==> src/hdl/sfplc_pkg.sv <==
// Package: item types, character codes and constants for the sensor frame parser.
package sfplc_pkg;

    localparam int MAX_CONTENT = 63;
    localparam int CNT_W       = $clog2(MAX_CONTENT + 1);
    localparam int CFG_IDX_W   = 2;

    // Operation codes of an input item
    localparam logic [1:0] OP_BYTE   = 2'd0;
    localparam logic [1:0] OP_MANUAL = 2'd1;
    localparam logic [1:0] OP_RESUME = 2'd2;

    // Result kinds
    localparam logic [1:0] KIND_SENSOR = 2'd0;
    localparam logic [1:0] KIND_MANUAL = 2'd1;
    localparam logic [1:0] KIND_RESUME = 2'd2;

    // Configuration register indexes
    localparam logic [CFG_IDX_W-1:0] CFG_DARK   = 2'd0;
    localparam logic [CFG_IDX_W-1:0] CFG_BRIGHT = 2'd1;

    localparam logic signed [31:0] DARK_RESET   = 32'sd20;
    localparam logic signed [31:0] BRIGHT_RESET = 32'sd35;

    // Characters
    localparam logic [7:0] CH_DOLLAR = 8'h24;
    localparam logic [7:0] CH_HASH   = 8'h23;
    localparam logic [7:0] CH_COMMA  = 8'h2C;
    localparam logic [7:0] CH_PLUS   = 8'h2B;
    localparam logic [7:0] CH_MINUS  = 8'h2D;
    localparam logic [7:0] CH_SPACE  = 8'h20;
    localparam logic [7:0] CH_TAB    = 8'h09;
    localparam logic [7:0] CH_CR     = 8'h0D;
    localparam logic [7:0] CH_ZERO   = 8'h30;
    localparam logic [7:0] CH_NINE   = 8'h39;
    localparam logic [7:0] CH_NUL    = 8'h00;

    // Parse stages: prefix match, then the three numbers, then done
    localparam logic [2:0] ST_P0    = 3'd0;
    localparam logic [2:0] ST_TEMP  = 3'd4;
    localparam logic [2:0] ST_HUMI  = 3'd5;
    localparam logic [2:0] ST_LIGHT = 3'd6;
    localparam logic [2:0] ST_DONE  = 3'd7;

    // Frame prefix "ENV,"
    function automatic logic [7:0] prefix_char(input logic [1:0] pos);
        logic [7:0] ch;
        unique case (pos)
            2'd0:    ch = 8'h45;
            2'd1:    ch = 8'h4E;
            2'd2:    ch = 8'h56;
            default: ch = CH_COMMA;
        endcase
        return ch;
    endfunction

    typedef struct packed {
        logic [1:0] op;
        logic [7:0] rx_byte;
    } t_in_item;

    typedef struct packed {
        logic [1:0]         kind;
        logic signed [31:0] temperature;
        logic signed [31:0] humidity;
        logic signed [31:0] light;
        logic               auto_mode;
        logic               night_mode;
        logic               led_command;
    } t_out_item;

endpackage

==> src/hdl/sensor_frame_parser_light_control.sv <==
// Sensor frame parser with automatic night light control.
// Each accepted input item is held in the input register; its result is then
// loaded into the result register. Throughput: one item per cycle while the
// output is not stalled; the parse and update step is combinational logic.
// Reset (synchronous, active low) clears frame state, stored readings and
// the result valid flag, enables auto mode and restores the default thresholds.
module sensor_frame_parser_light_control (
    input  logic                              i_clk,
    input  logic                              i_rst_n,
    input  logic                              i_in_valid,
    output logic                              o_in_ready,
    input  sfplc_pkg::t_in_item               i_in,
    output logic                              o_out_valid,
    input  logic                              i_out_ready,
    output sfplc_pkg::t_out_item              o_out,
    input  logic                              i_cfg_valid,
    output logic                              o_cfg_ready,
    input  logic [sfplc_pkg::CFG_IDX_W-1:0]   i_cfg_index,
    input  logic [31:0]                       i_cfg_data
);

    logic                        r_in_valid;
    sfplc_pkg::t_in_item         r_in;
    logic                        r_out_valid;
    sfplc_pkg::t_out_item        r_out;

    logic signed [31:0]          r_dark, r_bright;

    logic                        r_in_frame, n_in_frame;
    logic [sfplc_pkg::CNT_W-1:0] r_count, n_count;
    logic [2:0]                  r_stage, n_stage;
    logic [31:0]                 r_accum, n_accum;
    logic                        r_negative, n_negative;
    logic                        r_digit_seen, n_digit_seen;
    logic                        r_sign_seen, n_sign_seen;
    logic                        r_failed, n_failed;
    logic                        r_ended, n_ended;
    logic [31:0]                 r_pend_temp, n_pend_temp;
    logic [31:0]                 r_pend_humi, n_pend_humi;
    logic [31:0]                 r_temp, n_temp;
    logic [31:0]                 r_humi, n_humi;
    logic [31:0]                 r_light, n_light;
    logic                        r_auto, n_auto;
    logic                        r_night, n_night;

    logic                        advance;
    logic                        n_res_valid;
    logic                        n_led;
    logic [1:0]                  n_kind;
    sfplc_pkg::t_out_item        n_res;

    logic [7:0]                  ch;
    logic                        is_digit, is_space;
    logic [35:0]                 acc_x10;
    logic [31:0]                 acc_sat;
    logic [31:0]                 num_val;

    function automatic logic [31:0] number_value(input logic [31:0] mag, input logic neg);
        logic [31:0] v;
        if (neg) begin
            v = 32'd0 - mag;
        end else if (mag > 32'h7FFF_FFFF) begin
            v = 32'h7FFF_FFFF;
        end else begin
            v = mag;
        end
        return v;
    endfunction

    assign advance     = r_in_valid && (!r_out_valid || i_out_ready);
    assign o_in_ready  = !r_in_valid || advance;
    assign o_out_valid = r_out_valid;
    assign o_out       = r_out;
    assign o_cfg_ready = 1'b1;

    assign ch       = r_in.rx_byte;
    assign is_digit = (ch >= sfplc_pkg::CH_ZERO) && (ch <= sfplc_pkg::CH_NINE);
    assign is_space = (ch == sfplc_pkg::CH_SPACE) ||
                      ((ch >= sfplc_pkg::CH_TAB) && (ch <= sfplc_pkg::CH_CR));
    // Accumulate one decimal digit: accum * 10 + digit, clamp at 2^31
    assign acc_x10  = ({4'd0, r_accum} << 3) + ({4'd0, r_accum} << 1) + {32'd0, ch[3:0]};
    assign acc_sat  = (acc_x10 > 36'h0_8000_0000) ? 32'h8000_0000 : acc_x10[31:0];
    assign num_val  = number_value(r_accum, r_negative);

    always_comb begin
        n_in_frame   = r_in_frame;
        n_count      = r_count;
        n_stage      = r_stage;
        n_accum      = r_accum;
        n_negative   = r_negative;
        n_digit_seen = r_digit_seen;
        n_sign_seen  = r_sign_seen;
        n_failed     = r_failed;
        n_ended      = r_ended;
        n_pend_temp  = r_pend_temp;
        n_pend_humi  = r_pend_humi;
        n_temp       = r_temp;
        n_humi       = r_humi;
        n_light      = r_light;
        n_auto       = r_auto;
        n_night      = r_night;
        n_res_valid  = 1'b0;
        n_led        = 1'b0;
        n_kind       = sfplc_pkg::KIND_SENSOR;

        if (advance) begin
            unique case (r_in.op)
                sfplc_pkg::OP_MANUAL: begin
                    n_auto      = 1'b0;
                    n_night     = !r_night;
                    n_led       = 1'b1;
                    n_kind      = sfplc_pkg::KIND_MANUAL;
                    n_res_valid = 1'b1;
                end
                sfplc_pkg::OP_RESUME: begin
                    n_auto      = 1'b1;
                    n_kind      = sfplc_pkg::KIND_RESUME;
                    n_res_valid = 1'b1;
                end
                sfplc_pkg::OP_BYTE: begin
                    if (!r_in_frame) begin
                        if (ch == sfplc_pkg::CH_DOLLAR) begin
                            n_in_frame   = 1'b1;
                            n_count      = '0;
                            n_stage      = sfplc_pkg::ST_P0;
                            n_failed     = 1'b0;
                            n_ended      = 1'b0;
                            n_accum      = '0;
                            n_negative   = 1'b0;
                            n_digit_seen = 1'b0;
                            n_sign_seen  = 1'b0;
                        end
                    end else if (ch != sfplc_pkg::CH_HASH) begin
                        // Drop content past the limit or after a zero byte
                        if (!r_ended &&
                            (r_count < sfplc_pkg::CNT_W'(sfplc_pkg::MAX_CONTENT))) begin
                            n_count = r_count + 1'b1;
                            if (ch == sfplc_pkg::CH_NUL) begin
                                n_ended = 1'b1;
                            end else if (!r_failed && (r_stage != sfplc_pkg::ST_DONE)) begin
                                if (r_stage < sfplc_pkg::ST_TEMP) begin
                                    if (ch == sfplc_pkg::prefix_char(r_stage[1:0])) begin
                                        n_stage = r_stage + 1'b1;
                                    end else begin
                                        n_failed = 1'b1;
                                    end
                                end else if (is_digit) begin
                                    n_accum      = acc_sat;
                                    n_digit_seen = 1'b1;
                                end else if (!r_digit_seen) begin
                                    if (!r_sign_seen && is_space) begin
                                        n_failed = 1'b0;
                                    end else if (!r_sign_seen &&
                                                 ((ch == sfplc_pkg::CH_PLUS) ||
                                                  (ch == sfplc_pkg::CH_MINUS))) begin
                                        n_sign_seen = 1'b1;
                                        n_negative  = (ch == sfplc_pkg::CH_MINUS);
                                    end else begin
                                        n_failed = 1'b1;
                                    end
                                end else if (r_stage == sfplc_pkg::ST_LIGHT) begin
                                    // Light value stays in the accumulator
                                    n_stage = sfplc_pkg::ST_DONE;
                                end else if (ch != sfplc_pkg::CH_COMMA) begin
                                    n_failed = 1'b1;
                                end else begin
                                    if (r_stage == sfplc_pkg::ST_TEMP) begin
                                        n_pend_temp = num_val;
                                    end else begin
                                        n_pend_humi = num_val;
                                    end
                                    n_stage      = r_stage + 1'b1;
                                    n_accum      = '0;
                                    n_negative   = 1'b0;
                                    n_digit_seen = 1'b0;
                                    n_sign_seen  = 1'b0;
                                end
                            end
                        end
                    end else begin
                        n_in_frame = 1'b0;
                        if (!r_failed && ((r_stage == sfplc_pkg::ST_DONE) ||
                            ((r_stage == sfplc_pkg::ST_LIGHT) && r_digit_seen))) begin
                            n_temp      = r_pend_temp;
                            n_humi      = r_pend_humi;
                            n_light     = num_val;
                            n_res_valid = 1'b1;
                            if (r_auto) begin
                                if (($signed(num_val) < r_dark) && !r_night) begin
                                    n_night = 1'b1;
                                    n_led   = 1'b1;
                                end else if (($signed(num_val) > r_bright) && r_night) begin
                                    n_night = 1'b0;
                                    n_led   = 1'b1;
                                end
                            end
                        end
                    end
                end
                default: begin
                    n_res_valid = 1'b0;
                end
            endcase
        end

        n_res.kind        = n_kind;
        n_res.temperature = n_temp;
        n_res.humidity    = n_humi;
        n_res.light       = n_light;
        n_res.auto_mode   = n_auto;
        n_res.night_mode  = n_night;
        n_res.led_command = n_led;
    end

    always_ff @(posedge i_clk) begin
        if (!i_rst_n) begin
            r_in_valid   <= 1'b0;
            r_out_valid  <= 1'b0;
            r_dark       <= sfplc_pkg::DARK_RESET;
            r_bright     <= sfplc_pkg::BRIGHT_RESET;
            r_in_frame   <= 1'b0;
            r_count      <= '0;
            r_stage      <= sfplc_pkg::ST_P0;
            r_accum      <= '0;
            r_negative   <= 1'b0;
            r_digit_seen <= 1'b0;
            r_sign_seen  <= 1'b0;
            r_failed     <= 1'b0;
            r_ended      <= 1'b0;
            r_pend_temp  <= '0;
            r_pend_humi  <= '0;
            r_temp       <= '0;
            r_humi       <= '0;
            r_light      <= '0;
            r_auto       <= 1'b1;
            r_night      <= 1'b0;
        end else begin
            if (i_in_valid && o_in_ready) begin
                r_in_valid <= 1'b1;
            end else if (advance) begin
                r_in_valid <= 1'b0;
            end
            if (advance) begin
                r_out_valid <= n_res_valid;
            end else if (i_out_ready) begin
                r_out_valid <= 1'b0;
            end
            if (i_cfg_valid) begin
                if (i_cfg_index == sfplc_pkg::CFG_DARK) begin
                    r_dark <= $signed(i_cfg_data);
                end else if (i_cfg_index == sfplc_pkg::CFG_BRIGHT) begin
                    r_bright <= $signed(i_cfg_data);
                end
            end
            r_in_frame   <= n_in_frame;
            r_count      <= n_count;
            r_stage      <= n_stage;
            r_accum      <= n_accum;
            r_negative   <= n_negative;
            r_digit_seen <= n_digit_seen;
            r_sign_seen  <= n_sign_seen;
            r_failed     <= n_failed;
            r_ended      <= n_ended;
            r_pend_temp  <= n_pend_temp;
            r_pend_humi  <= n_pend_humi;
            r_temp       <= n_temp;
            r_humi       <= n_humi;
            r_light      <= n_light;
            r_auto       <= n_auto;
            r_night      <= n_night;
        end
    end

    // Payload registers: load on accept, hold otherwise
    always_ff @(posedge i_clk) begin
        if (i_in_valid && o_in_ready) begin
            r_in <= i_in;
        end
        if (advance && n_res_valid) begin
            r_out <= n_res;
        end
    end

    a_count_limit: assert property (@(posedge i_clk) disable iff (!i_rst_n)
        r_count <= sfplc_pkg::CNT_W'(sfplc_pkg::MAX_CONTENT))
        else $error("content count past limit");

    a_manual_led: assert property (@(posedge i_clk) disable iff (!i_rst_n)
        o_out_valid && (o_out.kind == sfplc_pkg::KIND_MANUAL)
            |-> o_out.led_command && !o_out.auto_mode)
        else $error("manual toggle result without LED command");

    a_resume: assert property (@(posedge i_clk) disable iff (!i_rst_n)
        o_out_valid && (o_out.kind == sfplc_pkg::KIND_RESUME)
            |-> o_out.auto_mode && !o_out.led_command)
        else $error("resume result malformed");

    a_hash_closes: assert property (@(posedge i_clk) disable iff (!i_rst_n)
        advance && r_in_frame && (r_in.op == sfplc_pkg::OP_BYTE) &&
        (r_in.rx_byte == sfplc_pkg::CH_HASH) |=> !r_in_frame)
        else $error("frame not closed by hash");

    a_sensor_led: assert property (@(posedge i_clk) disable iff (!i_rst_n)
        o_out_valid && (o_out.kind == sfplc_pkg::KIND_SENSOR) && o_out.led_command
            |-> o_out.auto_mode)
        else $error("automatic LED command while in manual mode");

endmodule

==> config.mk <==
export PLATFORM = sky130hd
export DESIGN_NAME = sensor_frame_parser_light_control
export DESIGN_NICKNAME = d
export VERILOG_FILES = /design/src/hdl/sfplc_pkg.sv /design/src/hdl/sensor_frame_parser_light_control.sv
export SDC_FILE = /design/constraint.sdc
export NUM_CORES = 1
export LEC_CHECK = 0
export ABC_AREA = 1
export BUFFER_PORTS_ARGS = -buffer_cell sky130_fd_sc_hd__buf_2
export CAP_MARGIN = 15
export CORE_AREA = 2 2 235 237
export CTS_BUF_LIST = sky130_fd_sc_hd__clkbuf_16
export CTS_CLUSTER_DIAMETER = 30
export DETAILED_ROUTE_END_ITERATION = 12
export DIE_AREA = 0 0 237 239
export GPL_TIMING_DRIVEN = 0
export PLACE_DENSITY = 0.57
export SLEW_MARGIN = 20
export SYNTH_ARGS = -nofsm -noshare
export SYNTH_HDL_FRONTEND = slang
export SYNTH_SLANG_ARGS = --single-unit
==> constraint.sdc <==
create_clock -name i_clk -period 22.4 [get_ports i_clk]
set_clock_uncertainty 0.15 [all_clocks]
set_input_delay 4.48 -clock i_clk [delete_from_list [all_inputs] [get_ports i_clk]]
set_output_delay 4.48 -clock i_clk [all_outputs]
set_load 0.01 [all_outputs]
==> results.sh, run 1 <==
export IMPL_synth_edf_count=111
export IMPL_critical_path_slowest_cell="sky130_fd_sc_hd__buf_2"
export IMPL_relSlewSlack=0.3086
export IMPL_worst_margin_slew_ns=1.028
export IMPL_core_area_um2=54340
export IMPL_distinct_cell_type_count_of_the_synthesized_netlist=51
export IMPL_num_rows=86
export IMPL_postCtsResizedCells=0
export IMPL_synth_cells=2564
export IMPL_insertedDiodeCount=0
export IMPL_mostFrequentLayoutCell="sky130_fd_sc_hd__nand2_1"
export IMPL_holdWs_ns=0.3015
export IMPL_drt_first_pass_iters=5
export IMPL_finalSetupTns_ns=0
export IMPL_clock_latency_ns=0.60
export IMPL_vdd_drop_max_mv=0.05402
export IMPL_path_buf_inv=3
export IMPL_dp_hpwl_um=47850
export IMPL_synth_sequential_area_ratio=0.4447
export IMPL_global_route_wire_length_before_repair_um=94460
export IMPL_p_int_mw=1.435
export IMPL_crit_path_start_kind="input pin"
export IMPL_worst_setup_hold_path_clk_slew_ns=0.05
export IMPL_maxCapViolations=0
export IMPL_share_clk_of_total_power=0.574
export IMPL_fraction_of_layout_instances_using_a_drive_strength_above_1=0.1354
export IMPL_rr_endpoint="o_out[1]$_DFFE_PP_"
export IMPL_post_cts_setup_buffer_count=0
export IMPL_synth_top_cell_area_share=0.2770
export IMPL_critPathMaxStageDelay_ns=0.16
export IMPL_worstPathArrival_ns=4.89
export IMPL_initialDrtViolationCount=1140
export IMPL_cts_hold_buffers_added=0
export IMPL_post_synth_cell_area_avg_um2=7.752
export IMPL_worst_hold_path_type="reg -> reg"
export IMPL_grt_overflow=0
export IMPL_final_core_util=0.4438
export IMPL_worst_path_most_repeated_cell="sky130_fd_sc_hd__buf_2"
export IMPL_p_leak_nw=11.54
export IMPL_detail_route_vias_per_cell=4.996
export IMPL_cts_buffers=75
export IMPL_remaining_drc_errors=0
export IMPL_final_max_slew_violation_count=0
export IMPL_worst_path_stages=4
export IMPL_post_route_period_util=0.4251
export IMPL_final_antenna_net_count=0
export IMPL_ys_async_sr_fraction=0
export IMPL_timing_final_setup_violations=0
export IMPL_wl_per_cell_um=17.00
export IMPL_fp_dieArea_um2=56640
export IMPL_worst_r2r_startpoint="r_accum[0]$_SDFFE_PN0P_"
export IMPL_finalCriticalPeriod_ns=9.523
export IMPL_start_util=0.3658
export IMPL_antenna_found_initial=0
export IMPL_syn_cell_area_um2=19880
export IMPL_ys_ff_latch=386
export IMPL_ios=153
export IMPL_finish_net_count=2986
export IMPL_grt_pass1_vias=17500
export IMPL_setup_repair_after_global_routing_missed_its_margin="false"
export IMPL_cts_sinks=386
export IMPL_gr_usage_all_layers=0.2134
export IMPL_vias=17800
export IMPL_tritoncts="yes"
export IMPL_run_status="finished, final reports clean"
export IMPL_r2r_setup_slack_ns=17.48
export IMPL_r2r_cells=28
export IMPL_die_width_um=237
export IMPL_top_cells_by_area_in_the_synthesized_netlist="sky130_fd_sc_hd__dfxtp_1 28%, sky130_fd_sc_hd__edfxtp_1 17%, sky130_fd_sc_hd__ha_1 8.7%"
export IMPL_critical_path_cell_chain="buf_2, inv_1, nand3_1, buf_2"
export IMPL_cts_root_buf="sky130_fd_sc_hd__clkbuf_16"
export IMPL_fmax_ghz=0.1050
export IMPL_final_hold_violation_count=0
export IMPL_pin_count_of_the_biggest_net_entering_global_routing=26
export IMPL_worst_setup_path_endpoint="o_in_ready"
export IMPL_htree_levels=3
export IMPL_part_of_the_power_in_registers=0.391
export IMPL_placedCellCount=3423
export IMPL_switching_share=0.2369
export IMPL_placement_io_buffers=151
export IMPL_worst_path_dominant_cell_family="buffers and inverters"
export IMPL_finalWirelength_um=60570
export IMPL_critPathMaxFanout=3
export IMPL_dieHeight_um=239
export IMPL_combPwrFrac=0.035
export IMPL_area_growth_syn_to_layout_pct=21.33
export IMPL_worst_ep_required_time_ns=17.77
export IMPL_synth_warnings=0
export IMPL_powerDensity_nw_per_um2=77.96
export IMPL_gp_congestion=0.9258
export IMPL_psw_uw=445.4
export IMPL_design_power_total_mw=1.880
export IMPL_yosysTopAreaCell="sky130_fd_sc_hd__dfxtp_1"
export IMPL_finish_cell_count_without_fillers=3563
export IMPL_synth_fp_nets=2754
export IMPL_crit_path_start="i_out_ready"
export IMPL_synthFlopType="sky130_fd_sc_hd__dfxtp_1"
export IMPL_crit_path_end_kind="output port"
export IMPL_critical_path_class="in -> out"
export IMPL_layout_cells_most_common_list="448 x sky130_fd_sc_hd__nand2_1, 370 x sky130_fd_sc_hd__inv_1, 277 x sky130_fd_sc_hd__a21oi_1"
export IMPL_cts_path_max_buffers=3
## worst min path at each step
| stage | startpoint | end | slack, ns | depth (start not counted) |
|---|---|---|---|---|
| after floorplan | r_ended$_SDFFE_PN0P_ | r_ended$_SDFFE_PN0P_ | 0.28 | 2 |
| after global placement | r_ended$_SDFFE_PN0P_ | r_ended$_SDFFE_PN0P_ | 0.29 | 2 |
| after detailed placement | r_ended$_SDFFE_PN0P_ | r_ended$_SDFFE_PN0P_ | 0.29 | 2 |
| after CTS | r_ended$_SDFFE_PN0P_ | r_ended$_SDFFE_PN0P_ | 0.30 | 2 |
| after global routing | r_ended$_SDFFE_PN0P_ | r_ended$_SDFFE_PN0P_ | 0.32 | 2 |
| final | r_ended$_SDFFE_PN0P_ | r_ended$_SDFFE_PN0P_ | 0.30 | 2 |
## metrics by stage
stage,setup WS [ns],cell area (um^2)
2_1_floorplan,11.33,19880
3_3_place_gp,9.075,21510
3_5_place_dp,12.87,21630
4_1_cts,12.87,24120
5_1_grt,12.83,24120
6_report,12.88,24120
## state kept, by name (all words and copies together) (netlist names), 2 cells and up
register and cells:
ch 8, o_out 101, r_accum 32, r_bright 32, r_count 6, r_dark 32
r_humi 32, r_in 2, r_light 32, r_pend_humi 32, r_pend_temp 32, r_stage 3
r_temp 32
## cells in the mapped netlist (7+ instances only)
cell type and count:
sky130_fd_sc_hd__edfxtp_1 111, sky130_fd_sc_hd__nor3_1 31, sky130_fd_sc_hd__dfxtp_1 275, sky130_fd_sc_hd__a211oi_1 9
sky130_fd_sc_hd__a21oi_1 278, sky130_fd_sc_hd__nand2_1 448, sky130_fd_sc_hd__o21ai_1 48, sky130_fd_sc_hd__buf_2 14
sky130_fd_sc_hd__o31ai_1 7, sky130_fd_sc_hd__clkbuf_1 76, sky130_fd_sc_hd__and2_1 13, sky130_fd_sc_hd__nor4_1 12
sky130_fd_sc_hd__or2_2 70, sky130_fd_sc_hd__inv_1 360, sky130_fd_sc_hd__nand4_1 32, sky130_fd_sc_hd__xnor2_1 16
sky130_fd_sc_hd__xor2_1 20, sky130_fd_sc_hd__nand3_1 78, sky130_fd_sc_hd__o21ai_0 190, sky130_fd_sc_hd__nor2_1 270
sky130_fd_sc_hd__ha_1 139
## routing by layer
layer  wire length, um  global-route usage
met5                 0                   0
met4              1763             0.07959
met3              3039             0.03349
met2             29590              0.3777
met1             26170              0.2614
## power by group through the flow
| stage | registers (mW) | logic, mW | clock network, mW |
|---|---|---|---|
| finish | 0.735 | 0.0651 | 1.08 |
| global route | 0.736 | 0.0723 | 1.13 |
| CTS | 0.736 | 0.0652 | 1.10 |
| detailed placement | 0.749 | 0.0646 | 0 |
| global placement | 0.751 | 0.0607 | 0 |
| floorplan | 0.753 | 0.0332 | 0 |
## area by class of cell
cell class	count	area (um^2)
fill	5387	30220
multi-input combinational	1715	9290
sequential	386	8838
clock buffer	75	1877
inverter	368	1381
tap	704	880.8
timing repair buffer	155	865.8
clock inverter	65	604.3
buffer	95	377.9
## logic make-up (layout without fill, tap and decap cells)
kind of cell	count (synthesis)	after routing	share of synthesized area
AO/OA/AOI/OAI	567	567	0.1504
XOR/XNOR	36	36	0.01586
adder cells (fa/ha/maj)	141	141	0.08951
buffers and inverters	463	758	0.08851
flip-flops	386	386	0.4447
other	1	1	0.0001887
AND/OR/NAND/NOR	970	970	0.2109
## tightest hold or removal path, cell delays in order (launching register included)
cell	delay, ns
sky130_fd_sc_hd__dfxtp_1	0.30
sky130_fd_sc_hd__inv_1	0.05
sky130_fd_sc_hd__a21oi_1	0.05
Note: power is estimated with default switching activity, not from simulation.
==> inputs of run 2 (changes only) <==
--- a/config.mk
+++ b/config.mk
@@ -14,7 +14,7 @@
 export DETAILED_ROUTE_END_ITERATION = 12
 export DIE_AREA = 0 0 237 239
 export GPL_TIMING_DRIVEN = 0
-export PLACE_DENSITY = 0.57
+export PLACE_DENSITY = 0.59
 export SLEW_MARGIN = 20
 export SYNTH_ARGS = -nofsm -noshare
 export SYNTH_HDL_FRONTEND = slang
==> constraint.sdc (replaced) <==
create_clock -name i_clk -period 8.18 [get_ports i_clk]
set_clock_uncertainty 0.15 [all_clocks]
set_input_delay 1.636 -clock i_clk [delete_from_list [all_inputs] [get_ports i_clk]]
set_output_delay 1.636 -clock i_clk [all_outputs]
set_load 0.01 [all_outputs]
==> run 2 against run 1 <==
Against the previous run: combinational power increased to 2.7 times the previous value; die area unchanged; via count is 0.52% lower; highest routed layer unchanged.
==> results.sh, run 2 (same netlist as run 1, synthesis figures left out) <==
export IMPL_timing_hold_worst_path_depth=2
export IMPL_cts_path_max_buffers=3
export IMPL_grt_pass1_vias=17270
export IMPL_finalSetupTns_ns=0
export IMPL_tritoncts="yes"
export IMPL_grt_overflow=0
export IMPL_cts_hold_buffers_added=0
export IMPL_holdWs_ns=0.3108
export IMPL_r2r_cells=28
export IMPL_initialDrtViolationCount=1237
export IMPL_cts_sinks=386
export IMPL_timing_final_setup_violations=0
export IMPL_run_status="finished, final reports clean"
export IMPL_fill_cells=5377
export IMPL_drt_first_pass_iters=6
export IMPL_core_area_um2=54340
export IMPL_vdd_drop_max_mv=0.1237
export IMPL_vias=17710
export IMPL_placement_io_buffers=151
export IMPL_min_delay_start="r_bright[23]$_SDFFE_PN0P_"
export IMPL_wl_per_cell_um=17.05
export IMPL_p_int_mw=3.918
export IMPL_postCtsResizedCells=0
export IMPL_maxCapViolations=0
export IMPL_worst_hold_path_type="reg -> reg"
export IMPL_start_util=0.3658
export IMPL_rr_endpoint="o_out[1]$_DFFE_PP_"
export IMPL_worst_setup_hold_path_clk_slew_ns=0.05
export IMPL_final_hold_violation_count=0
export IMPL_area_growth_syn_to_layout_pct=20.94
export IMPL_worst_ep_required_time_ns=8.37
export IMPL_powerDensity_nw_per_um2=213.0
export IMPL_dp_hpwl_um=48230
export IMPL_antenna_found_initial=0
export IMPL_place_ws_ns=3.043
export IMPL_num_rows=86
export IMPL_gp_congestion=0.9005
export IMPL_cts_buffers=70
export IMPL_relSlewSlack=0.2417
export IMPL_final_max_slew_violation_count=0
export IMPL_psw_mw=1.202
export IMPL_design_power_total_mw=5.120
export IMPL_switching_share=0.2348
export IMPL_crit_path_end_kind="register"
export IMPL_crit_path_start_kind="register"
export IMPL_finish_cell_count_without_fillers=3553
export IMPL_part_of_the_power_in_registers=0.393
export IMPL_post_placement_cell_area_um2=21630
export IMPL_critical_path_slowest_cell="sky130_fd_sc_hd__dfxtp_1"
export IMPL_min_to="r_bright[23]$_SDFFE_PN0P_"
export IMPL_critical_path_class="reg -> reg"
export IMPL_post_route_period_util=0.6104
export IMPL_sequential_cell_area_um2=8838
export IMPL_final_core_util=0.4424
export IMPL_worst_margin_slew_ns=1.128
export IMPL_die_width_um=237
export IMPL_pin_count_of_the_biggest_net_entering_global_routing=26
export IMPL_worstPathArrival_ns=5.19
export IMPL_finalCriticalPeriod_ns=4.993
export IMPL_fp_dieArea_um2=56640
export IMPL_fmax_ghz=0.2003
export IMPL_share_clk_of_total_power=0.572
export IMPL_finish_net_count=2981
export IMPL_p_leak_nw=11.46
export IMPL_remaining_drc_errors=0
export IMPL_setup_repair_after_global_routing_missed_its_margin="false"
export IMPL_insertedDiodeCount=0
export IMPL_ios=153
export IMPL_worst_setup_slack_after_layout_ns=3.187
export IMPL_clock_latency_ns=0.59
export IMPL_layout_cells_most_common_list="448 x sky130_fd_sc_hd__nand2_1, 362 x sky130_fd_sc_hd__inv_1, 277 x sky130_fd_sc_hd__a21oi_1"
export IMPL_mostFrequentLayoutCell="sky130_fd_sc_hd__nand2_1"
export IMPL_final_antenna_net_count=0
export IMPL_worst_r2r_startpoint="r_accum[0]$_SDFFE_PN0P_"
export IMPL_htree_levels=3
export IMPL_post_cts_setup_buffer_count=0
export IMPL_detail_route_vias_per_cell=4.984
export IMPL_fraction_of_layout_instances_using_a_drive_strength_above_1=0.1341
export IMPL_gr_usage_all_layers=0.2108
export IMPL_critPathMaxStageDelay_ns=0.44
export IMPL_dieHeight_um=239
export IMPL_placedCellCount=3423
export IMPL_design_area_um2=24040
export IMPL_finalWirelength_um=60590
export IMPL_worst_path_most_repeated_cell="sky130_fd_sc_hd__nand2_1"
export IMPL_largest_register_ff_count=101
export IMPL_r2r_setup_slack_ns=3.19
export IMPL_global_route_wire_length_before_repair_um=93210
export IMPL_cts_root_buf="sky130_fd_sc_hd__clkbuf_16"
export IMPL_critPathMaxFanout=8
export IMPL_combPwrFrac=0.035
export IMPL_multiInputGateArea_um2=9290
## run 2: changes by cell type in the layout (fill, tap and decap cells not counted), sizes merged
cell	delta
bufinv	+3
clkbuf	-5
clkinv	-3
clkinvlp	+1
inv	-6
## run 2: how the worst max path moves through the flow
stage | from | end | slack (ns) | cells past startpoint
2_1_floorplan | i_out_ready | o_out[0]$_SDFFCE_PN0P_ | 1.99 | 9
3_3_place_gp | i_out_ready | o_out[27]$_DFFE_PP_ | 0.33 | 10
3_5_place_dp | i_out_ready | o_out[27]$_DFFE_PP_ | 3.04 | 14
4_1_cts | r_accum[0]$_SDFFE_PN0P_ | o_out[1]$_DFFE_PP_ | 3.25 | 28
5_1_grt | r_accum[0]$_SDFFE_PN0P_ | o_out[1]$_DFFE_PP_ | 2.72 | 28
6_report | r_accum[0]$_SDFFE_PN0P_ | o_out[1]$_DFFE_PP_ | 3.19 | 28
## run 2: worst max-delay path, delay by kind of cell, from the launching register on
family          cells  cell delay, ns
fa+ha+maj           2            0.56
compound gates      1            0.39
buf+inv             4            0.41
simple gates       21            2.77
flops               1            0.44
## run 2: final cells by class
cell class,count,area share
Buffer,95,0.01572
Clock buffer,70,0.07287
Clock inverter,60,0.02717
Inverter,368,0.05746
Multi-Input combinational cell,1715,0.3865
Sequential cell,386,0.3677
Tap cell,704,0.03664
Timing Repair Buffer,155,0.03602
## run 2: power by group through the flow
stage	sequential, mW	combinational [mW]	clock (mW)
floorplan	2.06	0.0910	0
global placement	2.05	0.166	0
detailed placement	2.05	0.176	0
CTS	2.01	0.178	2.97
global route	2.01	0.196	3.05
finish	2.01	0.177	2.93
## run 2: routing by layer
layer  wire length [um]  share of wire  vias up  GRT usage
li1                   -              -     8927          -
met1              26330           0.43     8304     0.2579
met2              29810           0.49      377     0.3744
met3               2569          0.042      100    0.03048
met4               1883          0.031        0    0.08036
met5                  0              0        -          0
